`config.mk`:
```
export PLATFORM = sky130hd
export DESIGN_NAME = gbfs_ram
export DESIGN_NICKNAME = d
export VERILOG_FILES = /design/src/rtl/core/gbfs_ram.sv
export SDC_FILE = /design/constraint.sdc
export NUM_CORES = 2
export LEC_CHECK = 0
export ABC_AREA = 1
export ABC_CLOCK_PERIOD_IN_PS = 2300
export BUFFER_PORTS_ARGS = -buffer_cell sky130_fd_sc_hd__buf_2
export CAP_MARGIN = 30
export CORE_AREA = 2 2 820 822
export DETAILED_ROUTE_END_ITERATION = 16
export DIE_AREA = 0 0 822 824
export GPL_ROUTABILITY_DRIVEN = 0
export PLACE_DENSITY = 0.43
export SLEW_MARGIN = 20
export SYNTH_ARGS = -nofsm -noshare
export SYNTH_HDL_FRONTEND = slang
export SYNTH_SLANG_ARGS = --single-unit
```
`constraint.sdc`:
```
create_clock -name clk -period 2.3 [get_ports clk]
set_input_delay 0.23 -clock clk [delete_from_list [all_inputs] [get_ports clk]]
set_output_delay 0.23 -clock clk [all_outputs]
set_load 0.005 [all_outputs]
```
`src/rtl/core/gbfs_ram.sv`:
```
module gbfs_ram #(
    parameter int WIDTH = 8,
    parameter int DEPTH = 512
) (
    input  logic                     clk,
    input  logic                     we,
    input  logic [$clog2(DEPTH)-1:0] waddr,
    input  logic [WIDTH-1:0]         wdata,
    input  logic [$clog2(DEPTH)-1:0] raddr,
    output logic [WIDTH-1:0]         rdata
);
    logic [WIDTH-1:0] mem [DEPTH];

    always_ff @(posedge clk)
    begin
        if (we)
        begin
            mem[waddr] <= wdata;
        end
        rdata <= mem[raddr];
    end
endmodule

```
=== Word-level counts from Yosys, hierarchy flattened ===
Memories as Yosys holds them, arrays and structs flattened. A register that Yosys moved wholly into a read port is not among the register bits.
Cells that the tools add are included.

* Muxes and demuxes: 2

{| class="wikitable"
|+ Operator list
! cell !! number
|-
| 1-bit two-way mux || 2
|}

* Bits in registers: 0
* Memory bits (writable): 4096
* Output and inout port bits: 8
* Memories: 1

{| class="wikitable"
|+ Memories
! name !! depth !! bits a word !! rd ports !! clocked after Yosys merged registers in !! wr ports !! RTL line !! source
|-
| mem || 512 || 8 || 1 || 1 || 1 || 12 || <nowiki>logic [WIDTH-1:0] mem [DEPTH];</nowiki>
|}

=== Logic depth before layout (Yosys ltp) ===
* Depth in word-level cells: 2
* Mapped depth: 15
* Gate-level depth less buffers: 11

=== Worst setup path after synthesis ===
Ideal clock, no wire load.

* Kind: input -> register
* Start point: input port waddr[4]
* End point: memory mem[212][0] (enable)
* Arrival: 1.451 ns
* Required time: 1.930 ns
* Setup slack: 0.479 ns
* Cell stages on the path: 7
* Cells stage by stage: inv_1 -> nor2_1 -> inv_1 -> nor2_1 -> inv_1 -> clkbuf_1 -> nor2_1

{| class="wikitable"
|+ RTL lines
! what !! RTL line !! source
|-
| from (decl) || 7 || <nowiki>input logic [$clog2(DEPTH)-1:0] waddr,</nowiki>
|-
| to (decl) || 12 ||
|}

No word-level cell before the write port.

==> qor.log <==
[die] vertical extent of the die 824 microns
[die] x dimension of the die 822 microns
[setup_path] setup slack on the worst flop-to-flop path 0.02 ns
[min_path] hold path start waddr[4]
[route] detailed-route via count 111000
[job] number of max-capacitance violations reported 0
[setup_path] source of the worst register-to-register timing path mem[9][5]
[min_path] endpoint of the worst hold-timing path mem[202][7]
[grt] first-pass GRT wire length 809000 microns
[logic_synthesis] fraction of registers with async set or reset after synthesis 0%
[grt] pin count of the biggest net entering global routing 86
[min_path] depth of the worst hold-timing path 5
[setup_path] Worst Path Class, Setup flop to flop
[grt] global-route track usage on met3 1.85%
[clock_tree] Clk Tree Root Cell clkbuf_16
[logic_synthesis] EDFF count, synth 4096
[grt] overflow left after global routing 0
[logic_synthesis] share of synthesized cell area in and, or, nand and nor gates 22.8%
[clock_tree] clock buffer count from CTS 451
[power] maximum resistive drop on vdd 683 uV
[min_path] Min-Delay Path Class input port to flop
[timing] total negative slack 0 ns
[timing] share of the cycle needed by the critical path after routing 99.0%
[timing] clock period minus worst slack 2.28 ns
[clock_tree] TritonCTS clock tree yes
[logic_synthesis] xor and xnor fraction of the mapped netlist area 0%
[logic_synthesis] net count after synthesis 13900
[grt] global-route usage over all layers 16.1%
[grt] vias in the first global route 108000
[die] die outline area 0.677 sq mm
[final_layout] signed area change from the synthesized netlist to the final layout 21.9%
[logic_synthesis] Syn. warnings 0
[clock_tree] clock transition at the register clock pins on the worst setup and hold paths after CTS 0.06 ns
[setup_path] Reg2Reg Capture Point rdata[5]
[logic_synthesis] main combinational cell family by area after synthesis simple AND/OR/NAND/NOR gates
[route] wire per inst 23.2 microns
[logic_synthesis] sequential share of the synthesized area 73.9%
[clock_tree] maximum root-to-sink buffer count 4
[logic_synthesis] commonest register cell after synthesis edfxtp_1
[grt] GR Util met1 23.0%
[die] starting density of the core 24.9%
[logic_synthesis] Post-Syn Area per Cell 12.0 sq um
[die] number of ports placed on the die boundary 36
[timing] maximum achievable frequency 439 MHz
[route] routed vias/inst 4.58
[setup_path] top fanout value on the critical path 1
[clock_tree] insertion delay of the later-clocked pin in the worst-skew pair 1.06 ns
[route] detailed-route wire length 564000 microns
[grt] number of antenna violations at the first check in global routing 41
[route] detailed-route DRC error count 0
[clock_tree] Max H-tree Level 5
[power] static leakage 0.0715 uW
[logic_synthesis] area share of fa/ha/maj cells after synthesis 0%
[grt] met2 track demand over resource 26.0%
[placed_design] placed cell count 23400
[setup_path] start point of the critical path mem[9][5]
[logic_synthesis] most frequent cell after synthesis nand2_1
[timing] Relative slew margins 34.0%
[timing] measured slew at the worst slew-check pin 0.990 ns
[logic_synthesis] Synth top cells by count nand2_1 (4160), edfxtp_1 (4096), nand3_1 (4080)
[setup_path] count of cells along the worst register-to-register path 12
[logic_synthesis] cell area after synthesis 0.167 sq mm
[logic_synthesis] post-synthesis instance total 13900
[power] total power density per cell area 809 mW/mm^2
[final_layout] fraction of layout instances using a drive strength above 1 14.5%
[setup_path] Worst Setup Start Kind flop
[timing] unrepaired setup endpoints after global routing no
[placed_design] PortBufs 35
[route] initial drt markers 10700
[route] number of iterations in the first detailed-routing pass 5
[logic_synthesis] top cell type by total area after synthesis edfxtp_1
[logic_synthesis] post-synthesis sequential element count 4104
[timing] Final Worst Setup Slack 0.0234 ns
[logic_synthesis] biggest area contributors in the synthesized netlist edfxtp_1 (74%), nand3_1 (12%), nand2_1 (9.4%)
[logic_synthesis] post-synth cell types 16
[setup_path] arrival time at the worst endpoint 3.23 ns
[timing] maximum clock skew at final layout 0.110 ns
[timing] final setup violation count 0
[logic_synthesis] post-synthesis mux area share 0%
[timing] number of endpoints with negative hold slack in the final report 0
[die] placeable core area 0.669 sq mm
[route] antenna violation net count after detailed routing 0
[logic_synthesis] area share of the leading cell type in the synthesized netlist 73.8%
[timing] number of max-slew violations in the final report 0
[placed_design] total half-perimeter wirelength after legalization and detailed placement 358000 microns
[grt] layer with the highest usage met2
[setup_path] critical path data required time 3.26 ns
[final_layout] number of nets in the finished design 15000
[clock_tree] number of clock sinks 4104
[final_layout] number of cells in the finished layout apart from fillers 24300
[setup_path] capturing element type of the critical path flop
[die] total number of placement rows 301
[outcome] run status finished clean
[logic_synthesis] Synth Area in Compound Gates 0%
[placed_design] worst slack, placed -1.05 ns
## metrics by stage
| step | total power (uW) | instance area [sq um] | hold slack (ns) | util, % |
|---|---|---|---|---|
| after floorplan | 89100 | 167000 | 0.329 | - |
| after global placement | 95700 | 189000 | 0.634 | 28.2 |
| after detailed placement | 95600 | 189000 | 0.632 | 28.2 |
| after CTS | 166000 | 203000 | 0.000965 | 30.4 |
| after global routing | 170000 | 203000 | 0.0692 | 30.4 |
| final | 164000 | 203000 | 0.0835 | 30.4 |
## sequential cells by signal, summed over array words and instances (netlist names)
signal,count
rdata,8
mem,4096
## final cells by class
class                      count  area (sq um)
timing repair buffer        1603         16300
clock buffer                 598         12000
clock inverter               224          2090
inverter                      39           203
fill                       67800        466000
antenna                       31          77.6
multi-input combinational   8765         38200
sequential                  4104        123000
tap                         8938         11200
## repair_timing
| action | in CTS | in global routing |
|---|---|---|
| hold buffers | 11 | 0 |
| hold endpoints to repair | 2473 | 0 |
| setup buffers | 0 | 0 |
| setup endpoints to repair | 8 | 4 |
| resized for setup | 13 | 5 |
## placed cells by master, fill, tap and decap left out, drive strengths merged
cell type / Yosys / routed
clkinv: 0 / 182
inv: 39 / 51
edfxtp: 4096 / 4096
nor2: 514 / 514
clkbuf: 184 / 598
nand3: 4080 / 4080
bufinv: 0 / 27
buf: 799 / 1592
nand2: 4160 / 4160
dfxtp: 8 / 8
diode: 0 / 31
dlygate4sd3: 0 / 11
nor3: 11 / 11
clkinvlp: 0 / 3
## worst max-delay path by stage
| stage | to | slack (ns) |
|---|---|---|
| final | rdata[5] | 0.02 |
| after global routing | rdata[7] | 0.002 |
| after CTS | rdata[0] | 0.02 |
| after detailed placement | rdata[5] | -1.05 |
| after global placement | rdata[5] | -1.07 |
| after floorplan | mem[212][0] | 0.48 |
## cells by family (layout without fill, tap and decap cells)
logic type / count (synthesis) / in the layout
buffers and inverters: 1022 / 2464
DFF: 4104 / 4104
other: 0 / 31
and+or+nand+nor: 8765 / 8765
## worst max-delay path, stage by stage, from the launching register on
cell,delay [ns]
edfxtp_1,0.35
nand2_1,0.08
nand3_1,0.08
nand3_1,0.12
nand3_1,0.15
nand3_1,0.20
nand3_1,0.22
nand3_1,0.21
buf_4,0.16
nand3_2,0.22
nand3_2,0.21
buf_4,0.14
nand2_1,0.04
## power by group
group	total (uW)	internal [uW]	leakage, uW	switching (uW)
sequential	82500	82300	0.0369	104
combinational	11500	3420	0.0278	8110
clock	70400	39700	0.00687	30700
total	164000	125000	0.0715	38900
## routing by layer
metal	wire, microns	vias to the layer above
met5	27	-
met4	14200	6
met3	28800	652
met2	261000	2979
li1	-	51700
met1	260000	56000
No activity file was read; power rests on OpenSTA's default activity.
